File: config.mk
export PLATFORM = sky130hd
export DESIGN_NAME = dtsp_lane
export DESIGN_NICKNAME = d
export VERILOG_FILES = /design/src/sv/dtsp_pkg.sv /design/src/sv/dtsp_div.sv /design/src/sv/dtsp_lane.sv
export SDC_FILE = /design/constraint.sdc
export NUM_CORES = 2
export LEC_CHECK = 0
export BUFFER_PORTS_ARGS = -buffer_cell sky130_fd_sc_hd__buf_2
export CORE_UTILIZATION = 30
export DETAILED_ROUTE_END_ITERATION = 16
export MAX_ROUTING_LAYER = met4
export SYNTH_ARGS = -nofsm -noshare
export SYNTH_HDL_FRONTEND = slang
export SYNTH_SLANG_ARGS = --single-unit
File: constraint.sdc
create_clock -name clk -period 14.37 [get_ports clk]
set_input_delay 2.874 -clock clk [delete_from_list [all_inputs] [get_ports clk]]
set_output_delay 2.874 -clock clk [all_outputs]
set_load 0.01 [all_outputs]
File: src/sv/dtsp_pkg.sv
// Shared types, constants and register indexes for the dual throttle slew PWM core.
// Depends on nothing; every other file imports it.
package dtsp_pkg;

  localparam int PWM_BITS_DEF = 12;
  localparam int CMD_FRAC_BITS_DEF = 14;

  // Width of the duty divider; it retires two quotient bits a cycle, so it must be even.
  localparam int DIV_W = 32;
  localparam int DIV_STEPS = DIV_W / 2;

  // Slew scaling by 1/1000: drop three bits, then multiply by a reciprocal of 125 that is
  // exact for every product below the saturation point.
  localparam int SLEW_PROD_W = 52;
  localparam logic [SLEW_PROD_W-1:0] SLEW_SAT = 52'd65536000;
  localparam logic [23:0] RECIP_125 = 24'd8589935;
  localparam int RECIP_SHIFT = 30;

  localparam int CFG_IDX_W = 3;
  localparam logic [CFG_IDX_W-1:0] CFG_MIN_ACTIVE = 3'd0;
  localparam logic [CFG_IDX_W-1:0] CFG_MAX_LEVEL = 3'd1;
  localparam logic [CFG_IDX_W-1:0] CFG_DEADBAND = 3'd2;
  localparam logic [CFG_IDX_W-1:0] CFG_RISE_RATE = 3'd3;
  localparam logic [CFG_IDX_W-1:0] CFG_FALL_RATE = 3'd4;
  localparam logic [CFG_IDX_W-1:0] CFG_FULL_SCALE = 3'd5;

  typedef struct packed {
    logic [15:0] min_active_level_mv;
    logic [15:0] max_level_mv;
    logic [15:0] deadband_floor_mv;
    logic [19:0] rise_rate_mv_per_s;
    logic [19:0] fall_rate_mv_per_s;
    logic [15:0] full_scale_mv;
  } cfg_t;

  typedef struct packed {
    logic               enable;
    logic               brake_request;
    logic signed [15:0] left_command;
    logic signed [15:0] right_command;
    logic               left_rev_req;
    logic               right_rev_req;
    logic [31:0]        now_ms;
  } in_t;

  typedef struct packed {
    logic [15:0] left_duty;
    logic [15:0] right_duty;
    logic [15:0] left_level_mv;
    logic [15:0] right_level_mv;
    logic        left_reverse_out;
    logic        right_reverse_out;
    logic        drive_enable_out;
    logic        brake_out;
  } out_t;

  typedef struct packed {
    logic        done;
    logic [15:0] level;
    logic [15:0] duty;
  } lane_out_t;

endpackage

File: src/sv/dtsp_div.sv
// Iterative unsigned divider, two quotient bits per cycle, used by each lane.
// Depends on dtsp_pkg for the dividend width.
module dtsp_div
  import dtsp_pkg::*;
(
  input  logic             clk,
  input  logic             rst,
  input  logic             start,
  input  logic [DIV_W-1:0] dividend,
  input  logic [15:0]      divisor,
  output logic             done,
  output logic [DIV_W-1:0] quotient
);

  localparam int CNT_W = $clog2(DIV_STEPS + 1);

  logic             busy;
  logic [CNT_W-1:0] cnt;
  logic [DIV_W-1:0] dvd;
  logic [16:0]      rem;
  logic [15:0]      dsr;

  logic [16:0] r1, r1s, r2, r2s;
  logic        ge1, ge2;

  always_comb begin
    r1  = {rem[15:0], dvd[DIV_W-1]};
    ge1 = r1 >= {1'b0, dsr};
    r1s = ge1 ? r1 - {1'b0, dsr} : r1;
    r2  = {r1s[15:0], dvd[DIV_W-2]};
    ge2 = r2 >= {1'b0, dsr};
    r2s = ge2 ? r2 - {1'b0, dsr} : r2;
  end

  // Quotient bits shift into the dividend register as its bits are consumed.
  always_ff @(posedge clk) begin
    if (start) begin
      dvd <= dividend;
      dsr <= divisor;
      rem <= '0;
    end else if (busy) begin
      dvd <= {dvd[DIV_W-3:0], ge1, ge2};
      rem <= r2s;
    end
  end

  always_ff @(posedge clk) begin
    if (rst) begin
      busy <= 1'b0;
      cnt  <= '0;
      done <= 1'b0;
    end else begin
      done <= 1'b0;
      if (start) begin
        busy <= 1'b1;
        cnt  <= '0;
      end else if (busy) begin
        cnt <= cnt + 1'b1;
        if (cnt == CNT_W'(DIV_STEPS - 1)) begin
          busy <= 1'b0;
          done <= 1'b1;
        end
      end
    end
  end

  assign quotient = dvd;

endmodule

File: src/sv/dtsp_lane.sv
// One throttle channel: command mapping, slew limit and duty computation.
// Depends on dtsp_pkg and dtsp_div; holds the channel's last level.
module dtsp_lane
  import dtsp_pkg::*;
#(
  parameter int PWM_BITS = PWM_BITS_DEF,
  parameter int CMD_FRAC_BITS = CMD_FRAC_BITS_DEF
) (
  input  logic               clk,
  input  logic               rst,
  input  logic               start,
  input  logic               clear,
  input  logic signed [15:0] cmd,
  input  logic [31:0]        dt,
  input  cfg_t               cfg,
  output lane_out_t          res
);

  localparam int MAG_W = CMD_FRAC_BITS + 1;
  localparam int PW = MAG_W + 18;
  localparam logic [16:0] CMD_ONE = 17'(1 << CMD_FRAC_BITS);
  localparam logic [PW-1:0] CMD_HALF = PW'(1 << (CMD_FRAC_BITS - 1));
  localparam logic [15:0] MAX_DUTY = 16'((1 << PWM_BITS) - 1);

  typedef enum logic [8:0] {
    L_IDLE  = 9'b000000001,
    L_MUL   = 9'b000000010,
    L_MAP   = 9'b000000100,
    L_ML    = 9'b000001000,
    L_MH    = 9'b000010000,
    L_SCALE = 9'b000100000,
    L_SLEW  = 9'b001000000,
    L_DMUL  = 9'b010000000,
    L_DIV2  = 9'b100000000
  } lane_state_t;

  lane_state_t        state;
  logic [MAG_W-1:0]   mag;
  logic signed [PW-1:0] prod;
  logic [15:0]        target;
  logic [15:0]        level;
  logic [15:0]        duty;
  logic [19:0]        rate;
  logic [35:0]        prod_lo;
  logic [31:0]        dt_r;
  logic [31:0]        dprod;
  logic [SLEW_PROD_W-1:0] sprod;
  logic [15:0]        md;
  logic               md_sat;
  logic               done;

  logic             div_start;
  logic [DIV_W-1:0] div_dvd;
  logic [15:0]      div_dsr;
  logic             div_done;
  logic [DIV_W-1:0] div_q;

  logic [16:0] abs_cmd;
  logic [16:0] mag_cl;
  logic signed [17:0] span;
  logic [PW-1:0] absp;
  logic [PW-1:0] rq_full;
  logic [16:0] rq;
  logic signed [18:0] rounded, mapped;
  logic [15:0] target_next;
  logic [35:0] prod_hi;
  logic [SLEW_PROD_W-1:0] slew_prod;
  logic [22:0] ms_y;
  logic [46:0] ms_prod;
  logic signed [16:0] delta;
  logic [15:0] level_next;

  always_comb begin
    abs_cmd = cmd[15] ? 17'(-{cmd[15], cmd}) : {1'b0, cmd};
    mag_cl  = (abs_cmd > CMD_ONE) ? CMD_ONE : abs_cmd;
    span    = $signed({2'b0, cfg.max_level_mv}) - $signed({2'b0, cfg.min_active_level_mv});

    // Round half away from zero on the magnitude, then restore the sign.
    absp    = prod[PW-1] ? PW'(-prod) : PW'(prod);
    rq_full = (absp + CMD_HALF) >> CMD_FRAC_BITS;
    rq      = rq_full[16:0];
    rounded = prod[PW-1] ? -$signed({2'b0, rq}) : $signed({2'b0, rq});
    mapped  = $signed({3'b0, cfg.min_active_level_mv}) + rounded;
    if (mapped > $signed({3'b0, cfg.max_level_mv})) mapped = $signed({3'b0, cfg.max_level_mv});
    if (mapped < $signed({3'b0, cfg.deadband_floor_mv}))
      mapped = $signed({3'b0, cfg.deadband_floor_mv});
    target_next = (mag == '0) ? 16'd0 : mapped[15:0];

    prod_hi   = rate * dt_r[31:16];
    slew_prod = SLEW_PROD_W'(prod_lo) + (SLEW_PROD_W'(prod_hi) << 16);

    // Below the saturation point the product fits in 26 bits.
    ms_y    = sprod[25:3];
    ms_prod = ms_y * RECIP_125;

    // A saturated step is larger than any possible gap, so the target is reached.
    delta = $signed({1'b0, target}) - $signed({1'b0, level});
    if (md_sat) begin
      level_next = target;
    end else if (md == '0) begin
      level_next = level;
    end else if (delta > $signed({1'b0, md})) begin
      level_next = level + md;
    end else if (delta < -$signed({1'b0, md})) begin
      level_next = level - md;
    end else begin
      level_next = target;
    end

    div_start = (state == L_DMUL) && (cfg.full_scale_mv != '0);
    div_dvd   = DIV_W'(dprod);
    div_dsr   = cfg.full_scale_mv;
  end

  dtsp_div u_div (
    .clk      (clk),
    .rst      (rst),
    .start    (div_start),
    .dividend (div_dvd),
    .divisor  (div_dsr),
    .done     (div_done),
    .quotient (div_q)
  );

  always_ff @(posedge clk) begin
    case (state)
      L_IDLE: if (start) begin
        mag  <= mag_cl[MAG_W-1:0];
        dt_r <= dt;
      end
      L_MUL: prod <= $signed({1'b0, mag}) * span;
      L_MAP: target <= target_next;
      L_ML: begin
        rate    <= (target > level) ? cfg.rise_rate_mv_per_s : cfg.fall_rate_mv_per_s;
        prod_lo <= ((target > level) ? cfg.rise_rate_mv_per_s : cfg.fall_rate_mv_per_s)
                   * dt_r[15:0];
      end
      L_MH: sprod <= slew_prod;
      L_SCALE: begin
        md     <= ms_prod[RECIP_SHIFT+15:RECIP_SHIFT];
        md_sat <= (sprod >= SLEW_SAT);
      end
      L_SLEW: dprod <= 32'(((level_next > cfg.full_scale_mv) ? cfg.full_scale_mv : level_next)
                        * MAX_DUTY);
      L_DIV2: if (div_done) duty <= div_q[15:0];
      default: ;
    endcase
    if (state == L_DMUL && cfg.full_scale_mv == '0) duty <= '0;
  end

  always_ff @(posedge clk) begin
    if (rst) begin
      state <= L_IDLE;
      level <= '0;
      done  <= 1'b0;
    end else begin
      done <= 1'b0;
      if (clear) level <= '0;
      case (state)
        L_IDLE: if (start) state <= L_MUL;
        L_MUL:   state <= L_MAP;
        L_MAP:   state <= L_ML;
        L_ML:    state <= L_MH;
        L_MH:    state <= L_SCALE;
        L_SCALE: state <= L_SLEW;
        L_SLEW: begin
          level <= level_next;
          state <= L_DMUL;
        end
        L_DMUL: begin
          if (cfg.full_scale_mv == '0) begin
            done  <= 1'b1;
            state <= L_IDLE;
          end else begin
            state <= L_DIV2;
          end
        end
        L_DIV2: if (div_done) begin
          done  <= 1'b1;
          state <= L_IDLE;
        end
        default: state <= L_IDLE;
      endcase
    end
  end

  assign res.done  = done;
  assign res.level = level;
  assign res.duty  = duty;

endmodule

=== Word level (Yosys, flattened, before mapping) ===
Cells that the tools add are included.
Widths: inputs -> output; s select.

* Output and inout port bits: 33
* Input bits: 156
* Flip-flop bits (word level): 366
* Word-level logic and storage cells: 104

* Reduce and logical (&&, ||, !) cells: 13
* Bitwise logic cells: 1
* Multipliers: 5
* Eq/ne operators: 12
* $lt $le $gt $ge: 10
* Multiplexer cells: 29
* Add/sub/neg operators: 14

{| class="wikitable"
|+ Operators by type and width
! cell !! number
|-
| $mux 16 || 10
|-
| $pmux 9 s9 || 1
|-
| $mul 20x16->36 || 2
|-
| $mux 32 || 2
|-
| $add 36x52->52 || 1
|-
| $ge 52x26->1 const B || 1
|-
| $sub 16x16->16 || 3
|-
| $mul 23x24->46 const B || 1
|-
| $mux 20 || 2
|-
| $mux 19 || 2
|-
| $ge 17x16->1 || 2
|-
| $sub 16x16->17 || 2
|-
| $mul 16x17->33 || 1
|-
| $gt 16x16->1 || 2
|-
| $logic_not 16->1 || 2
|-
| $add 31x14->31 const B || 1
|-
| $mux 31 || 1
|-
| $neg 31->31 || 1
|-
| $mul 16x12->28 const B || 1
|-
| $mux 9 || 3
|-
| $add 17x19->19 || 1
|-
| $gt 19x17->1 || 1
|-
| $lt 19x17->1 || 1
|-
| $neg 17->19 || 1
|-
| 30 further kinds || 39
|}

=== Depth between registers and ports, before layout ===
* Depth after elaboration: 10
* Depth in mapped cells: 67
* Depth with buffers taken out: 64

=== Modules after synthesis ===
Synthesis repeated with hierarchy kept, for this count alone.

* Cell total of the unflattened synthesis: 6,923
* Area, all modules: 65,472.8 µm²

{| class="wikitable"
|+ By module, submodules not included
! module !! seq. area each (µm²) !! cells each !! times used !! area an instance (µm²)
|-
| dtsp_lane || 8,287.9 || 6,474 || 1 || 60,888.4
|-
| dtsp_div || 1,901.8 || 449 || 1 || 4,584.4
|}

=== Least setup slack after synthesis ===
OpenSTA, ideal clock, no wires.

* Path kind: reg-to-reg
* Start point: register level[1]
* End point: register dprod[26] (netlist: div_dvd[26]) (data pin)
* Data required time: 14.112 ns
* Stages on the path, launching flop included: 64
* Path buffers: 3
* Arrival: 12.510 ns
* Slack: 1.602 ns
* Period minus slack after synthesis: 12.768 ns
* Library setup time: 0.258 ns
* Cell sequence: dfxtp_1 > inv_1 > ha_1 > nor2b_1 > o21ai_0 > a21boi_1 > o21ai_0 > a21boi_1 > o21ai_0 > a21boi_1 > o21ai_0 > a21boi_1 > o21ai_0 > nand2b_1 > a31o_2 > o21ai_0 > nand2b_1 > xor2_1 > (+28 left out) > inv_1 > fa_1 > inv_1 > ha_1 > o21ai_0 > a21boi_0 > o21ai_0 > a21boi_0 > o21ai_0 > a21boi_0 > o21ai_0 > a21oi_1 > o2111ai_1 > nand2_1 > o41a_1 > a41o_1 > o41a_1 > xor2_1

* Word-level cells in the longest chain between the ends: 9
* Elaborated cells between the ends (all ways): 12
* Those cells by class: add/sub (3); mul (1); order compare (3); mux (5)

{| class="wikitable"
|+ Ends and longest elaborated chain
! element !! RTL line !! RTL
|-
| from (decl) || dtsp_lane.sv:41 || <nowiki>logic [15:0] level;</nowiki>
|-
| from (signal assigned) || dtsp_lane.sv:167 || <nowiki>level <= level_next;</nowiki>
|-
| $sub 16x16->17 || dtsp_lane.sv:97 || <nowiki>delta = $signed({1'b0, target}) - $signed({1'b0, level});</nowiki>
|-
| $lt 17x17->1 || dtsp_lane.sv:104 || <nowiki>end else if (delta < -$signed({1'b0, md})) begin</nowiki>
|-
| $mux 16 || dtsp_lane.sv:104 ||
|-
| $mux 16 || dtsp_lane.sv:102 || <nowiki>end else if (delta > $signed({1'b0, md})) begin</nowiki>
|-
| $mux 16 (*) || dtsp_lane.sv:100 || <nowiki>end else if (md == '0) begin</nowiki>
|-
| $mux 16 (*) || dtsp_lane.sv:98 || <nowiki>if (md_sat) begin</nowiki>
|-
| $gt 16x16->1 || dtsp_lane.sv:143 || <nowiki>L_SLEW: dprod <= 32'(((level_next > cfg.full_scale_mv) ? cfg.full_scale_mv : level_next)</nowiki>
|-
| $mux 16 (*) || dtsp_lane.sv:143 ||
|-
| $mul 16x12->28 (*) || dtsp_lane.sv:144 || <nowiki>* MAX_DUTY);</nowiki>
|-
| to (signal assigned) || dtsp_lane.sv:143 ||
|-
| to (decl) || dtsp_lane.sv:46 || <nowiki>logic [31:0] dprod;</nowiki>
|}

Mark *: on every way between the ends. The rest lies on a longest branch, timed or not.
A chain may end at the register's enable or synchronous reset.

=== Worst setup path in the final report ===
* Start point: register level[1]
* End point: register dprod[27] (netlist: div_dvd[27]) (data pin)

Same word-level chain as after synthesis.

==> results.md <==
* Required time at the endpoint of the critical path at 14.89 ns
* Main synth FF type: sky130_fd_sc_hd__edfxtp_1
* Remaining Overflow, GRT at 0
* Status: complete, no violations
* Largest cells by area after synthesis: sky130_fd_sc_hd__fa_1 30%, sky130_fd_sc_hd__ha_1 15%, sky130_fd_sc_hd__edfxtp_1 13%
* Input/output buffers at 188
* Full die area at 224700 um^2
* Violation count after the first detailed-routing iteration at 3154
* H-Tree Depth at 2
* Count of buffering cells on the critical path with inverters included at 7
* Ys Warns at 0
* Root buf cell: sky130_fd_sc_hd__clkbuf_16
* Start-to-end type of the worst setup path: register to register
* Area share of the largest cell type after synthesis at 0.3048
* Clk Latency, worst-skew pair at 0.70 ns
* Placed wire-length estimate at 145800 um
* Max frequency at 0.07499 GHz
* Number of nets in the finished design at 9243
* Worst path top cell family by delay: compound AO/OA/AOI/OAI gates
* I/O pin total at 189
* Storage cell area at 10190 um^2
* Clock Sink Count at 361
* Final weighted congestion in routability-driven placement at 0.9249
* Chip Height at 474.1 um
* Ratio of cells with drive above 1 in the final layout at 0.06946
* Via count of the first global-routing pass at 53.41k
* Hold violation count in the final report at 0
* Post-route minimum period at 13.33 ns
* Number of antenna violations at the first check in global routing at 7
* Type of element launching the critical path: register
* Final ANT Viol Nets at 0
* Proportion of synthesized chip area in sequential cells at 0.1524
* Area of the multi-input gates at 50230 um^2
* Relative slew slack at 0.2363
* Clock tree from TritonCTS: built
* Critical Path End Type: register
* Detail-routed via count per cell at 4.880
* Synth Register Bits at 361
* Iteration count of the initial detailed-routing pass at 5
* First-pass GRT wire length at 292700 um
* Initial standard-cell utilization of the core at 0.3031
* Count of filler cells inserted in the layout at 22.67k
* Hold Path Class: register to register
* Number of enable-type register cells in the synthesized netlist at 296
* Post-detailed-routing wire length at 182100 um
* Post-CTS Hold Buffers at 0
* Summed instance area of the synthesized netlist at 66850 um^2
* Wire length per cell after detailed routing at 17.74 um
* Cell area after layout at 72960 um^2
* Count of maximum capacitance violations at 0
* Global-route usage over all layers at 0.1688
* Synth Area per Inst at 9.277 um^2
* Die X-Extent at 474.1 um
* Share of synthesized registers carrying an async set or reset at 0
* Final Max Tran Viols at 0
* Number of cell rows at 172
* Vias after detailed routing at 50.09k
* Synthesized net count at 9193
* Placement-stage cell area at 71110 um^2
* Maximum number of buffers from clock root to sink at 3
* Dominant cell type by area after synthesis: sky130_fd_sc_hd__fa_1
* Post-Syn Instances at 7206
* Max Clock Skew at 0.08013 ns
* CP max stage cell: sky130_fd_sc_hd__fa_1
* Pin count of the biggest net entering global routing at 65
* Post-route fraction of the period consumed by the critical path at 0.9279
* Worst path max stage delay at 0.62 ns
* Number of buffers added by the clock tree synthesis step at 52
* Core Region at 220600 um^2
* Post-detailed-route DRC marker count at 0
* Worst EP arrival at 13.86 ns
* Final number of setup-violating endpoints at 0
* CTS clk-pin slew, worst paths at 0.06 ns
* Pin slew with the least headroom to its limit at 1.139 ns
* Critical-path maximum fanout at 8
* Count of unique library cells instantiated by Yosys at 100
* Crit-path most repeated cell: sky130_fd_sc_hd__o21ai_0
* Synth-to-Final Area Change at 9.137%
[metal layers]
metal / vias up / wire length, um / part of all wire / track usage
li1: 23442 / - / - / -
met1: 24999 / 84110 / 0.46 / 0.2264
met2: 1398 / 83910 / 0.46 / 0.2700
met3: 247 / 10060 / 0.055 / 0.02143
met4: 0 / 4018 / 0.022 / 0.03909
met5: - / 0 / 0 / -
[Yosys cell counts (23+ instances only)]
library cell	instances
sky130_fd_sc_hd__nand2_1	602
sky130_fd_sc_hd__inv_1	1467
sky130_fd_sc_hd__and3_1	46
sky130_fd_sc_hd__o31ai_1	26
sky130_fd_sc_hd__xnor2_1	203
sky130_fd_sc_hd__a21o_1	82
sky130_fd_sc_hd__clkbuf_1	254
sky130_fd_sc_hd__nor4_1	50
sky130_fd_sc_hd__nor2_1	282
sky130_fd_sc_hd__xor2_1	79
sky130_fd_sc_hd__a21oi_1	230
sky130_fd_sc_hd__ha_1	813
sky130_fd_sc_hd__fa_1	1018
sky130_fd_sc_hd__nand2b_1	51
sky130_fd_sc_hd__nand4_1	37
sky130_fd_sc_hd__a211oi_1	44
sky130_fd_sc_hd__nand3_1	59
sky130_fd_sc_hd__o21a_1	96
sky130_fd_sc_hd__mux2i_1	39
sky130_fd_sc_hd__and2_1	241
sky130_fd_sc_hd__or2_2	38
sky130_fd_sc_hd__o21ai_0	398
sky130_fd_sc_hd__a21boi_0	67
sky130_fd_sc_hd__edfxtp_1	296
sky130_fd_sc_hd__a21boi_1	23
sky130_fd_sc_hd__nor2b_1	77
sky130_fd_sc_hd__nor3_1	109
sky130_fd_sc_hd__or3_1	39
sky130_fd_sc_hd__o21bai_1	28
sky130_fd_sc_hd__dfxtp_1	65
sky130_fd_sc_hd__mux2_2	25
[cell usage in the layout (no fill, tap or decap), types with 50 or more instances in the layout]
cell	netlist	routed
sky130_fd_sc_hd__xnor2_1	203	203
sky130_fd_sc_hd__and2_1	241	241
sky130_fd_sc_hd__nand2b_1	51	50
sky130_fd_sc_hd__nand2_1	602	602
sky130_fd_sc_hd__buf_2	6	188
sky130_fd_sc_hd__o21a_1	96	96
sky130_fd_sc_hd__ha_1	813	812
sky130_fd_sc_hd__buf_4	1	82
sky130_fd_sc_hd__a21boi_0	67	66
sky130_fd_sc_hd__nor2_1	282	277
sky130_fd_sc_hd__nor2b_1	77	77
sky130_fd_sc_hd__nand3_1	59	59
sky130_fd_sc_hd__a21oi_1	230	230
sky130_fd_sc_hd__fa_1	1018	1018
sky130_fd_sc_hd__o21ai_0	398	393
sky130_fd_sc_hd__xor2_1	79	79
sky130_fd_sc_hd__a21o_1	82	82
sky130_fd_sc_hd__nor3_1	109	109
sky130_fd_sc_hd__edfxtp_1	296	296
sky130_fd_sc_hd__clkbuf_16	0	53
sky130_fd_sc_hd__dfxtp_1	65	64
sky130_fd_sc_hd__inv_1	1467	1463
[path summary, 6_finish.rpt]
check             start           to  slack [ns]  depth (start not counted)
max            level[1]  div_dvd[27]        1.04                         62
min          prod_lo[3]     sprod[3]        0.41                          0
max reg2reg    level[1]  div_dvd[27]        1.04                         62
min reg2reg  prod_lo[3]     sprod[3]        0.41                          0
[timing repair]
item | CTS | global route
gates resized for setup | 0 | 15
buffers inserted | 0 | 3
setup endpoints to repair | 0 | 11
[kinds of logic (layout without fill, tap and decap cells)]
logic type	after synthesis	count (layout)	share of synthesized area
adder cells (fa/ha/maj)	1833	1833	0.4573
other	0	7	0
multiplexers	66	66	0.01044
AO/OA/AOI/OAI	1205	1205	0.1159
flip-flops	361	361	0.1524
buffers and inverters	1741	1834	0.09815
XOR/XNOR	284	284	0.03753
AND/OR/NAND/NOR	1716	1716	0.1283
[worst register-to-register path, delay by kind of cell (launching register included)]
| family | cells | cell delay (ns) |
|---|---|---|
| AO/OA/AOI/OAI | 32 | 5.91 |
| adder cells (fa/ha/maj) | 9 | 3.63 |
| buffers and inverters | 7 | 0.75 |
| multiplexers | 1 | 0.42 |
| flip-flops | 1 | 0.41 |
| XOR/XNOR | 1 | 0.17 |
| AND/OR/NAND/NOR | 12 | 1.86 |
[sequential cells by signal, indices dropped and copies added, names as in the netlist, 5 cells and up]
signal and count:
level 16, div_dvd 28, u_div.dsr 16, sprod 52
dt_r 32, u_div.cnt 5, state 9, u_div.rem 16
rate 20, mag 15, prod_lo 36, u_div.quotient 32
prod 32, duty 16, md 16, target 16
[stage by stage]
stage / setup TNS (ns) / util / hold WS, ns / cells / worst slack (ns)
final: 0 / 0.3308 / 0.4053 / 10264 / 1.036
after global placement: 0 / 0.3224 / 0.4013 / 10157 / 0.4760
after global routing: -0.07903 / 0.3307 / 0.4035 / 10260 / -0.07248
after detailed placement: 0 / 0.3224 / 0.4061 / 10157 / 0.3329
after floorplan: 0 / - / 0.4003 / 7206 / 1.602
after CTS: 0 / 0.3304 / 0.4061 / 10254 / 0.3108
[layout make-up]
cell class	instances	area share
Sequential cell	361	0.1397
Inverter	1467	0.07547
Antenna cell	7	0.0002401
Tap cell	2958	0.05073
Clock buffer	61	0.01900
Clock inverter	36	0.005162
Timing Repair Buffer	270	0.02133
Multi-Input combinational cell	5104	0.6884
Power is left out: the tool's default activity adds up to more than one toggle a clock period on the data nets, which glitch-free logic cannot reach.
